==> config.mk <==
export PLATFORM = sky130hd
export DESIGN_NAME = spctk_ctrl
export DESIGN_NICKNAME = d
export VERILOG_FILES = /design/src/rtl/source_packet_counter_top_k_unit_macros.svh /design/src/rtl/spctk_pkg.sv /design/src/rtl/spctk_ctrl.sv
export SDC_FILE = /design/constraint.sdc
export NUM_CORES = 1
export LEC_CHECK = 0
export BUFFER_PORTS_ARGS = -buffer_cell sky130_fd_sc_hd__buf_2
export CAP_MARGIN = 20
export CORE_MARGIN = 3
export CORE_UTILIZATION = 40
export DETAILED_ROUTE_END_ITERATION = 6
export SLEW_MARGIN = 20
export SYNTH_ARGS = -nofsm -noshare
export SYNTH_HDL_FRONTEND = slang
export SYNTH_SLANG_ARGS = --single-unit
==> constraint.sdc <==
create_clock -name clk_i -period 2.4 [get_ports clk_i]
set_input_delay 0.24 -clock clk_i [delete_from_list [all_inputs] [get_ports clk_i]]
set_output_delay 0.24 -clock clk_i [all_outputs]
set_load 0.005 [all_outputs]
==> src/rtl/source_packet_counter_top_k_unit_macros.svh <==
`ifndef SOURCE_PACKET_COUNTER_TOP_K_UNIT_MACROS_SVH
`define SOURCE_PACKET_COUNTER_TOP_K_UNIT_MACROS_SVH
// Same-cycle implication, reset masks the check
`define SPCTK_ASSERT_NOW(label, ante, cons) \
  label: assert property (@(posedge clk_i) disable iff (!rst_ni) (ante) |-> (cons)) \
    else $error("spctk assertion failed");
// Next-cycle implication, reset masks the check
`define SPCTK_ASSERT_NEXT(label, ante, cons) \
  label: assert property (@(posedge clk_i) disable iff (!rst_ni) (ante) |=> (cons)) \
    else $error("spctk assertion failed");
`endif

==> src/rtl/spctk_pkg.sv <==
`default_nettype none
package spctk_pkg;
  localparam int unsigned TABLE_ENTRIES  = 256;
  localparam int unsigned IGNORE_ENTRIES = 16;
  localparam int unsigned TOP_COUNT      = 10;
  localparam int unsigned TIDX_W = (TABLE_ENTRIES > 1) ? $clog2(TABLE_ENTRIES) : 1;
  localparam int unsigned IIDX_W = (IGNORE_ENTRIES > 1) ? $clog2(IGNORE_ENTRIES) : 1;
  localparam int unsigned SC_W   = $clog2(TOP_COUNT + 1);
  localparam logic [31:0] NET_MASK  = 32'hFFFF_FF00;
  localparam logic [31:0] COUNT_MAX = 32'hFFFF_FFFF;

  typedef logic [2:0] req_t;
  localparam req_t REQ_PACKET     = 3'd0;
  localparam req_t REQ_CLR_COUNTS = 3'd1;
  localparam req_t REQ_CLR_IGN    = 3'd2;
  localparam req_t REQ_IGN_ADDR   = 3'd3;
  localparam req_t REQ_IGN_NET    = 3'd4;
  localparam req_t REQ_UNDO       = 3'd5;
  localparam req_t REQ_REPORT     = 3'd6;

  typedef logic [2:0] kind_t;
  localparam kind_t KIND_COUNTED  = 3'd0;
  localparam kind_t KIND_OWN      = 3'd1;
  localparam kind_t KIND_IGNORED  = 3'd2;
  localparam kind_t KIND_FULL     = 3'd3;
  localparam kind_t KIND_DONE     = 3'd4;
  localparam kind_t KIND_ENTRY    = 3'd5;
  localparam kind_t KIND_EMPTY    = 3'd6;
  localparam kind_t KIND_IGN_FULL = 3'd7;

  typedef struct packed {
    logic              latch;
    logic              rd_en;
    logic [TIDX_W-1:0] rd_idx;
    logic              scan_clr;
    logic              pkt_commit;
    logic              clr_counts;
    logic              clr_ign;
    logic              ign_add;
    logic              undo;
    logic              rep_start;
    logic              rep_next;
    logic              out_load;
    kind_t             out_kind;
    logic [3:0]        out_rank;
    logic              out_last;
  } dp_cmd_t;

  typedef struct packed {
    req_t req;
    logic own;
    logic ignored;
    logic ign_full;
    logic slot_ok;
    logic best_found;
    logic out_busy;
  } dp_sts_t;
endpackage
`default_nettype wire

==> src/rtl/spctk_ctrl.sv <==
`default_nettype none
module spctk_ctrl import spctk_pkg::*; (
  input  wire logic    clk_i,
  input  wire logic    rst_ni,
  input  wire logic    in_valid_i,
  output logic         in_ready_o,
  input  wire dp_sts_t sts_i,
  output dp_cmd_t      cmd_o
);
  typedef enum logic [2:0] {
    S_IDLE, S_DISPATCH, S_SCAN, S_DRAIN, S_FINISH, S_EMIT
  } state_e;

  state_e            state_q, state_d;
  logic [TIDX_W-1:0] idx_q, idx_d;
  logic [SC_W-1:0]   sc_q, sc_d;
  kind_t             kind_q, kind_d;

  assign in_ready_o = (state_q == S_IDLE);

  always_comb begin
    cmd_o        = '0;
    cmd_o.rd_idx = idx_q;
    state_d      = state_q;
    idx_d        = idx_q;
    sc_d         = sc_q;
    kind_d       = kind_q;
    unique case (state_q)
      S_IDLE: begin
        if (in_valid_i) begin
          cmd_o.latch = 1'b1;
          state_d     = S_DISPATCH;
        end
      end
      S_DISPATCH: begin
        unique case (sts_i.req)
          REQ_PACKET: begin
            if (sts_i.own) begin
              kind_d  = KIND_OWN;
              state_d = S_EMIT;
            end else if (sts_i.ignored) begin
              kind_d  = KIND_IGNORED;
              state_d = S_EMIT;
            end else begin
              cmd_o.scan_clr = 1'b1;
              idx_d          = '0;
              state_d        = S_SCAN;
            end
          end
          REQ_CLR_COUNTS: begin
            cmd_o.clr_counts = 1'b1;
            kind_d           = KIND_DONE;
            state_d          = S_EMIT;
          end
          REQ_CLR_IGN: begin
            cmd_o.clr_ign = 1'b1;
            kind_d        = KIND_DONE;
            state_d       = S_EMIT;
          end
          REQ_IGN_ADDR, REQ_IGN_NET: begin
            if (sts_i.ign_full) begin
              kind_d  = KIND_IGN_FULL;
              state_d = S_EMIT;
            end else begin
              cmd_o.ign_add  = 1'b1;
              cmd_o.scan_clr = 1'b1;
              idx_d          = '0;
              state_d        = S_SCAN;
            end
          end
          REQ_UNDO: begin
            cmd_o.undo = 1'b1;
            kind_d     = KIND_DONE;
            state_d    = S_EMIT;
          end
          REQ_REPORT: begin
            cmd_o.rep_start = 1'b1;
            cmd_o.scan_clr  = 1'b1;
            idx_d           = '0;
            sc_d            = '0;
            state_d         = S_SCAN;
          end
          default: begin
            state_d = S_IDLE;
          end
        endcase
      end
      S_SCAN: begin
        cmd_o.rd_en = 1'b1;
        idx_d       = idx_q + TIDX_W'(1);
        if (idx_q == TIDX_W'(TABLE_ENTRIES - 1)) begin
          state_d = S_DRAIN;
        end
      end
      S_DRAIN: begin
        state_d = S_FINISH;
      end
      S_FINISH: begin
        if (!sts_i.out_busy) begin
          unique case (sts_i.req)
            REQ_PACKET: begin
              cmd_o.pkt_commit = 1'b1;
              cmd_o.out_load   = 1'b1;
              cmd_o.out_kind   = sts_i.slot_ok ? KIND_COUNTED : KIND_FULL;
              cmd_o.out_last   = 1'b1;
              state_d          = S_IDLE;
            end
            REQ_REPORT: begin
              if (sc_q != '0) begin
                cmd_o.out_load = 1'b1;
                cmd_o.out_kind = KIND_ENTRY;
                cmd_o.out_rank = 4'(sc_q - SC_W'(1));
                cmd_o.out_last = !sts_i.best_found;
              end else if (!sts_i.best_found) begin
                cmd_o.out_load = 1'b1;
                cmd_o.out_kind = KIND_EMPTY;
                cmd_o.out_last = 1'b1;
              end
              if (sts_i.best_found) begin
                cmd_o.rep_next = 1'b1;
                cmd_o.scan_clr = 1'b1;
                sc_d           = sc_q + SC_W'(1);
                idx_d          = '0;
                state_d        = (sc_q < SC_W'(TOP_COUNT - 1)) ? S_SCAN : S_FINISH;
              end else begin
                state_d = S_IDLE;
              end
            end
            default: begin
              kind_d  = KIND_DONE;
              state_d = S_EMIT;
            end
          endcase
        end
      end
      S_EMIT: begin
        if (!sts_i.out_busy) begin
          cmd_o.out_load = 1'b1;
          cmd_o.out_kind = kind_q;
          cmd_o.out_last = 1'b1;
          state_d        = S_IDLE;
        end
      end
      default: begin
        state_d = S_IDLE;
      end
    endcase
  end

  always_ff @(posedge clk_i or negedge rst_ni) begin
    if (!rst_ni) begin
      state_q <= S_IDLE;
      idx_q   <= '0;
      sc_q    <= '0;
      kind_q  <= KIND_DONE;
    end else begin
      state_q <= state_d;
      idx_q   <= idx_d;
      sc_q    <= sc_d;
      kind_q  <= kind_d;
    end
  end
endmodule
`default_nettype wire

==> summary.txt, run 1 <==
Status
  – Status: complete, no violations

Synthesis
  – Most common cell in the netlist: nor2_1
  – Seq cells post-synth: 18
  – Top cells by area, synth: dfrtp_1 30%, nor2_1 6.4%, nand2_1 5.9%
  – Post-synth EDFFs: 0
  – Synth top area share: 0.3030
  – Synth cell count leaders: 24 x nor2_1, 22 x nand2_1, 17 x dfrtp_1
  – Synthesized area per cell: around 7.8 um^2
  – Async SR Flop Fraction: 1.000
  – Leading area contributor after synthesis: dfrtp_1
  – Mapped cell area: 1404 um^2
  – Sequential-to-total area share from yosys stat: 0.3217
  – Synth Instances: 179
  – Synth Warn #: 0
  – Yosys cell types: 49
  – Post-Syn Nets: 194
  – Synth Flop Type: dfrtp_1

Floorplanning
  – DIE AREA: 4256 um^2
  – Core box area: 3203 um^2
  – Row count: 20
  – # IOs: 40
  – Die height: 65.24 um
  – Die W: 65.24 um
  – Starting density of the core: 0.4383

GRT
  – Total track usage: 0.1718
  – First-pass GRT wire length: 5975 um
  – Initial antenna violation count: 0
  – Largest net degree at the start of global routing: 21
  – Vias in the first global route: 1304
  – Grt ovf: 0

Timing
  – Final count of hold timing violations: 0
  – Fmax: approximately 440 MHz
  – Setup-failing EPs final: 0
  – Final clock skew: 0.004251 ns
  – Rel. slew slack: 0.6322
  – Ratio of final minimum period to clock period: 0.9418
  – Setup_tns: 0 ns
  – Slew Limit Fails: 0
  – Worst hold slack: ~0.29 ns
  – Slew @ Worst Pin: 0.5506 ns
  – Minimum clock period: approximately 2.3 ns
  – RSZ-0062 raised after global routing: no

Final layout
  – Reg area: 454.2 um^2
  – Final-stage net count: 232
  – Final core occ: 0.5273
  – Finished Cell Area: about 1700 um^2
  – Antenna Cells: 0
  – Multi-input gate area: 878.3 um^2
  – Layout cells sized above 1: 0.2639
  – Synthesis-to-layout area growth: 20.32%
  – Fillers: 343

Setup path
  – Worst flop-to-flop path endpoint: kind_q[2]
  – Crit path max fanout: 10
  – R2r setup slk: 0.36 ns
  – Worst setup path endpoint: cmd_o[5]
  – Worst-case reg-to-reg path depth: 4
  – Arr. time, crit path: 2.02 ns
  – Worst r2r src: state_q[2]
  – Setup CP Type: flop to output pin
  – CP startpoint: state_q[0]
  – Startpoint type of the worst setup path: flop
  – CP cell instances: or4b_1 -> buf_4 -> nor4_4 -> inv_1 -> nand3_1 -> buf_2
  – Max stage delay on crit path: 0.57 ns
  – Crit-path slowest cell: or4b_1
  – WP data required: 2.16 ns
  – Crit. End Element: output pin

Route
  – DR vias: 1361
  – Via density: 5.235
  – WL final: 3405 um
  – Pre-antenna DRT Iters: 4
  – Antenna viol nets, final: 0
  – Drt initial violations: 49
  – WL/cell: ~13 um
  – # DRC: 0

CTS
  – Clock latency on the worst-skew pair: 0.30 ns
  – Clk slew on worst S/H paths: 0.12 ns
  – Root cell of the clock tree: clkbuf_4
  – TritonCTS buffer count: 3
  – H-tree depth: 1
  – CTS tree: yes
  – Post-CTS setup buffer count: 0
  – Clock sink count: 18
  – Clock buffer depth: 2

Pwr
  – Peak VDD IR: around 0.37 mV
  – Leak pwr: around 0.86 nW
  – Power per cell area: 796.9 nW/um^2

Job
  – Max-Cap Viols: 0

Place
  – Placement Cell Area: around 1600 um^2
  – RePlAce Congestion: 0.8443
  – IO Port Bufs: 39
  – DP Wirelength: 2633 um

Worst hold path
  – Min-delay worst type: input pin to flop
[critical path, delay by kind of cell, from the launching register on]
family | cells | cell delay, ns
and+or+nand+nor | 3 | 0.87
DFF | 1 | 0.47
buffers and inverters | 3 | 0.37
[cells by family after synthesis]
kind of cell	after synthesis	synth area share
compound gates	36	0.1729
flops	18	0.3218
fa+ha+maj	4	0.03387
buf+inv	20	0.06506
xor+xnor	9	0.05615
mux	4	0.03208
simple gates	88	0.3182
[metal layers]
metal	global-route usage	wire, um
met3	0.02393	138
met5	0	0
met2	0.2794	1539
met4	0.04663	44
met1	0.2378	1683
[through the flow]
stage	cells	power, mW	worst slack [ns]
finish	260	1.346	0.1397
global route	260	1.474	0.01846
CTS	260	1.346	0.02154
detailed placement	255	1.145	0.2718
global placement	255	1.123	0.3710
floorplan	179	0.9724	0.4660
[area by class of cell]
type                            count  share of cell area
Multi-Input combinational cell    141              0.5200
Sequential cell                    18              0.2689
Timing Repair Buffer               43              0.1348
Tap cell                           44             0.03259
Inverter                           10             0.02222
Clock buffer                        4             0.02148
[timing repair]
action	CTS	global route
hold buffers	1	0
endpoints found under the setup margin	5	7
gates cloned	0	0
pin swaps	0	0
resized for setup	1	5
endpoints found under the hold margin	17	0
[worst min-delay path by stage]
stage,endpoint,from,cells past startpoint,slack (ns)
finish,state_q[0],sts_i[0],3,0.29
global placement,sc_q[2],rst_ni,1,0.20
detailed placement,sc_q[3],rst_ni,1,0.21
floorplan,idx_q[0],rst_ni,0,-0.06
global route,state_q[0],sts_i[0],3,0.30
CTS,state_q[0],sts_i[0],3,0.30
[cell usage in the layout (no fill, tap or decap), types with 2 or more instances in the layout]
cell,count
o21ai_0,8
dfrtp_1,15
or2b_1,2
nor3b_1,2
nor2b_1,3
and3_1,3
nor3_1,9
xor2_1,7
nor2_1,23
ha_1,3
nand2_1,22
a21boi_0,2
nand3_1,3
mux2i_1,3
inv_1,10
a21o_1,2
o21ai_1,3
o31ai_1,2
xnor2_1,2
nand4_1,4
dfrtp_2,2
a22o_1,2
nand2b_1,5
buf_4,3
a21oi_1,7
buf_2,39
clkbuf_4,3
and2_1,2
[report_power, final]
part	internal (mW)	total, mW	leakage (nW)	switching, mW
registers	0.397	0.505	0.237	0.109
logic	0.297	0.643	0.605	0.346
clock network	0.0926	0.198	0.0210	0.105
[sequential cells by signal, indices dropped and copies added, names as in the netlist]
signal   count
kind_q       3
state_q      3
sc_q         4
idx_q        8
(Power assumes the default switching activity.)
==> run 2: changes to the inputs <==
- GPL_TIMING_DRIVEN: unset -> 0
- PLACE_DENSITY: unset -> 0.73
==> run 2 against run 1 <==
Die area stayed put. Sequential share of layout area down 1.2 points. Clock power fell by 17%. Fmax fell by 3.4%. Register-to-register slack improved by 0.06 ns. Critical endpoint is now cmd_o[16].
==> summary.txt, run 2 (synthesis results as in run 1) <==
Pwr
  – Sw Ratio: 0.4191
  – Peak VDD IR: ~0.61 mV
  – Internal power: 0.7948 mW
  – Comb power frac: 0.535
  – Clock share of power: 0.120
  – Leak pwr: between 0.8 and 0.9 nW
  – Total power: ~1.4 mW
  – Register share of total power: 0.345
  – Power per cell area: 779.4 nW/um^2
  – Net Sw Power: roughly 0.57 mW

Setup path
  – Critical Path Stages: 7
  – Crit-path leading delay family: simple AND/OR/NAND/NOR gates
  – Arr. time, crit path: 2.10 ns
  – Worst-case reg-to-reg path depth: 6
  – Crit. End Element: output pin
  – CP startpoint: state_q[0]
  – WP data required: 2.16 ns
  – Most used cell, CP: buf_2
  – Crit path max fanout: 10
  – Startpoint type of the worst setup path: flop
  – Setup CP Type: flop to output pin
  – Max stage delay on crit path: 0.48 ns
  – Worst path buffer plus inverter count: 3
  – CP cell instances: buf_6 -> or4b_1 -> buf_2 -> nor2_4 -> nand2_2 -> o21ai_4 -> buf_2
  – Crit-path slowest cell: or4b_1
  – Worst r2r src: state_q[0]

CTS
  – Clock sink count: 18
  – CTS tree: yes
  – H-tree depth: 1
  – Clk slew on worst S/H paths: ~0.1 ns
  – Root cell of the clock tree: clkbuf_4
  – Clock latency on the worst-skew pair: 0.30 ns
  – Clock buffer depth: 2
  – TritonCTS buffer count: 3

GRT
  – Grt ovf: 0
  – Vias in the first global route: 1225
  – First-pass GRT wire length: between 5000 and 6000 um
  – Total track usage: 0.1635
  – Initial antenna violation count: 0
  – Largest net degree at the start of global routing: 19

Timing
  – Setup-failing EPs final: 0
  – Slew Limit Fails: 0
  – RSZ-0062 raised after global routing: yes
  – Fmax: ~430 MHz
  – Final clock skew: 0.001730 ns
  – Slew @ Worst Pin: 0.6646 ns
  – Minimum clock period: approximately 2.3 ns
  – Final count of hold timing violations: 0
  – Rel. slew slack: 0.5560
  – Worst hold slack: 0.2752 ns
  – Ratio of final minimum period to clock period: 0.9746

Route
  – WL final: approximately 3400 um
  – Drt initial violations: 60
  – Pre-antenna DRT Iters: 4
  – Via density: 5.092
  – # DRC: 0
  – DR vias: 1380
  – Antenna viol nets, final: 0
  – WL/cell: 12.58 um

Floorplanning
  – DIE AREA: 4256 um^2
  – Die W: 65.24 um
  – Starting density of the core: 0.4383
  – # IOs: 40
  – Row count: 20
  – Die height: between 60 and 70 um
  – Core box area: 3203 um^2

Final layout
  – Commonest non-fill, non-tap cell in the layout: buf_2
  – Largest reg by FF count: idx_q
  – Final-stage net count: 243
  – Layout cells sized above 1: 0.2643
  – Multi-input gate area: 895.9 um^2
  – Max reg flops: 8
  – Largest regs: idx_q x8, sc_q x4
  – Synthesis-to-layout area growth: 25.04%
  – Most frequent cells in the layout: 40 x buf_2, 23 x nor2_1, 21 x nand2_1
  – Reg area: 451.7 um^2
  – Fillers: 338
  – Antenna Cells: 0

Worst hold path
  – Hold Crit Depth: 3
  – Min-delay worst type: input pin to flop
  – Worst hold start: sts_i[0]

Place
  – IO Port Bufs: 39
  – DP Wirelength: 2548 um
  – RePlAce Congestion: 0.7598

Status
  – Status: complete, no violations

Job
  – Max-Cap Viols: 0
-- run 2: cell types whose count changed in the layout (fill, tap and decap cells not counted), moves of 2 or more --
cell      before  now
dfrtp_1       15   17
dfrtp_2        2    0
o21ai_4        0    2
clkbuf_1       0    8
buf_6          0    2
-- run 2: what timing repair did --
action                                  in CTS  in global routing
hold buffers                                 1                  0
buffers inserted                             0                  4
pin swaps                                    0                  1
endpoints found under the setup margin       6                  7
endpoints found under the hold margin       17                  0
cloned                                       0                  0
resized for setup                            4                  4
-- run 2: final timing paths --
| kind | to | slack, ns |
|---|---|---|
| worst max-delay path | cmd_o[16] | 0.06 |
| worst min-delay path | state_q[0] | 0.28 |
| worst max register to register | kind_q[2] | 0.42 |
| worst min register to register | kind_q[0] | 0.52 |
| max in group asynchronous | kind_q[2] | 1.68 |
| min in group asynchronous | kind_q[0] | 0.40 |
-- run 2: per-layer routing --
metal | GRT usage | part of all wire | wire length [um]
met1 | 0.2284 | 0.47 | 1616
met2 | 0.2592 | 0.46 | 1573
met3 | 0.03248 | 0.057 | 193
met4 | 0.03886 | 0.0073 | 25
met5 | 0 | 0 | 0
-- run 2: power by group through the flow --
| stage | clock network (mW) | registers (mW) | logic, mW |
|---|---|---|---|
| after floorplan | 0 | 0.464 | 0.509 |
| after global placement | 0 | 0.474 | 0.692 |
| after detailed placement | 0 | 0.478 | 0.701 |
| after CTS | 0.171 | 0.472 | 0.715 |
| after global routing | 0.182 | 0.489 | 0.822 |
| final | 0.164 | 0.472 | 0.733 |
-- run 2: metrics by stage --
| step | area, um^2 | setup WS (ns) | setup TNS, ns | std cells | utilization |
|---|---|---|---|---|---|
| after floorplan | 1404 | 0.4660 | 0 | 179 | - |
| after global placement | 1654 | 0.09144 | 0 | 262 | 0.5164 |
| after detailed placement | 1654 | 0.08666 | 0 | 262 | 0.5164 |
| after CTS | 1705 | 0.02220 | 0 | 267 | 0.5324 |
| after global routing | 1755 | -0.02500 | -0.06045 | 271 | 0.5480 |
| final | 1755 | 0.06094 | 0 | 271 | 0.5480 |
-- run 2: area by class of cell --
type / instances / area share
Sequential cell: 18 / 0.2573
Multi-Input combinational cell: 141 / 0.5103
Timing Repair Buffer: 44 / 0.1340
Tap cell: 44 / 0.03136
Buffer: 10 / 0.03065
Inverter: 10 / 0.02138
Clock buffer: 4 / 0.01497
-- run 2: tightest hold or removal path, stage by stage --
cell and delay, ns:
buf_2 0.12, nand2_1 0.06, o221ai_1 0.10
==> run 3: changes to the inputs <==
- MAX_ROUTING_LAYER: unset -> met4
==> run 3 against run 2 <==
Die area unchanged. Sequential power barely moved. First-iteration DRC count up 8.3%. Critical path depth unchanged. Sequential share of layout area stayed put. Critical path type unchanged.
==> summary.txt, run 3 (synthesis results as in run 1) <==
Setup path
  – Setup CP Type: flop to output pin
  – Arr. time, crit path: 2.10 ns
  – Crit. End Element: output pin
  – Crit path max fanout: 10
  – WP data required: 2.16 ns
  – Startpoint type of the worst setup path: flop

CTS
  – Root cell of the clock tree: clkbuf_4
  – Clock latency on the worst-skew pair: 0.30 ns
  – Clk slew on worst S/H paths: around 0.11 ns
  – Clock buffer depth: 2
  – Clock sink count: 18
  – H-tree depth: 1
  – TritonCTS buffer count: 3
  – CTS tree: yes

Route
  – Drt initial violations: 65
  – WL/cell: approximately 13 um
  – WL final: 3415 um
  – DR vias: 1379
  – Pre-antenna DRT Iters: 4
  – Antenna viol nets, final: 0
  – Via density: slightly above 5
  – # DRC: 0

Final layout
  – Synthesis-to-layout area growth: 25.04%
  – Final-stage net count: 243
  – Largest regs: idx_q x8, sc_q x4
  – Most frequent cells in the layout: 40 x buf_2, 23 x nor2_1, 21 x nand2_1
  – Layout cells sized above 1: 0.2643
  – Finished Cell Area: 1755 um^2
  – Commonest non-fill, non-tap cell in the layout: buf_2
  – Antenna Cells: 0
  – Max reg flops: 8
  – Largest reg by FF count: idx_q

Timing
  – Fmax: 427.1 MHz
  – RSZ-0062 raised after global routing: yes
  – Setup-failing EPs final: 0
  – Final clock skew: 0.001880 ns
  – Rel. slew slack: 0.5561
  – Minimum clock period: 2.341 ns
  – Ratio of final minimum period to clock period: 0.9755
  – Slew @ Worst Pin: 0.6644 ns
  – Slew Limit Fails: 0
  – Setup_tns: 0 ns
  – Final count of hold timing violations: 0

Place
  – DP Wirelength: 2548 um
  – RePlAce Congestion: 0.7698
  – IO Port Bufs: 39
  – Placement Cell Area: 1654 um^2

Worst hold path
  – Min-delay worst type: input pin to flop

Job
  – Max-Cap Viols: 0

Status
  – Status: complete, no violations

Pwr
  – Power per cell area: 780.5 nW/um^2
  – Peak VDD IR: 0.6159 mV
  – Total power: 1.370 mW
  – Leak pwr: 0.8883 nW

Floorplanning
  – # IOs: 40
  – Die W: 65.24 um
  – Row count: 20
  – Die height: 65.24 um
  – Starting density of the core: 0.4383
  – Core box area: 3203 um^2
  – DIE AREA: about 4300 um^2

GRT
  – Initial antenna violation count: 0
  – Largest net degree at the start of global routing: 19
  – Vias in the first global route: 1225
  – Total track usage: 0.1678
  – Grt ovf: 0
  – First-pass GRT wire length: 5644 um
## run 3: cell counts in the layout (fill, tap and decap cells not counted)
No cell type changed its count.
## run 3: cell type report
type / instances / area [um^2]
plain buffers: 10 / 53.80
clock buffers: 4 / 26.28
fillers: 338 / 1448
inverters: 10 / 37.54
multi-input cells: 141 / 895.9
flip-flops and latches: 18 / 451.7
well taps: 44 / 55.05
repair buffers: 44 / 235.2
## run 3: power breakdown
part | internal, mW | total [mW] | switching (mW)
clock | 0.0648 | 0.164 | 0.0990
combinational | 0.337 | 0.734 | 0.397
sequential | 0.393 | 0.472 | 0.0790
total | 0.795 | 1.37 | 0.575
## run 3: through the flow
stage               hold slack [ns]  std cells    util  worst slack [ns]
floorplan                  -0.05559        179       -            0.4660
global placement             0.1942        262  0.5164           0.09144
detailed placement           0.1925        262  0.5164           0.08666
CTS                          0.2665        267  0.5324           0.02220
global route                 0.2798        271  0.5480          -0.02052
finish                       0.2748        271  0.5480           0.05882
## run 3: what timing repair did
action,4_1_cts,5_1_grt
resized for setup,4,4
hold buffers,1,0
buffers inserted,0,4
endpoints found under the setup margin,6,7
pin swaps,0,1
endpoints found under the hold margin,17,0
## run 3: routing by layer
layer / vias up / track usage / part of all wire
met5: - / - / 0
met4: 0 / 0.03886 / 0.0073
met3: 4 / 0.02906 / 0.054
met2: 35 / 0.2592 / 0.46
met1: 622 / 0.2305 / 0.48
li1: 718 / - / -
## run 3: critical path, stage by stage (launching register included)
cell and delay (ns):
dfrtp_1 0.39, buf_6 0.13, or4b_1 0.48, buf_2 0.19, nor2_4 0.21, nand2_2 0.12
o21ai_4 0.11, buf_2 0.16
## run 3: path summary, 6_finish.rpt
check / start / to / slack, ns / depth (start not counted)
min reg2reg: kind_q[0] / kind_q[0] / 0.52 / 2
max: state_q[0] / cmd_o[16] / 0.06 / 7
min: sts_i[0] / state_q[0] / 0.27 / 3
min in group asynchronous: rst_ni / kind_q[0] / 0.39 / 2
max reg2reg: state_q[0] / kind_q[2] / 0.42 / 6
max in group asynchronous: rst_ni / kind_q[2] / 1.68 / 2
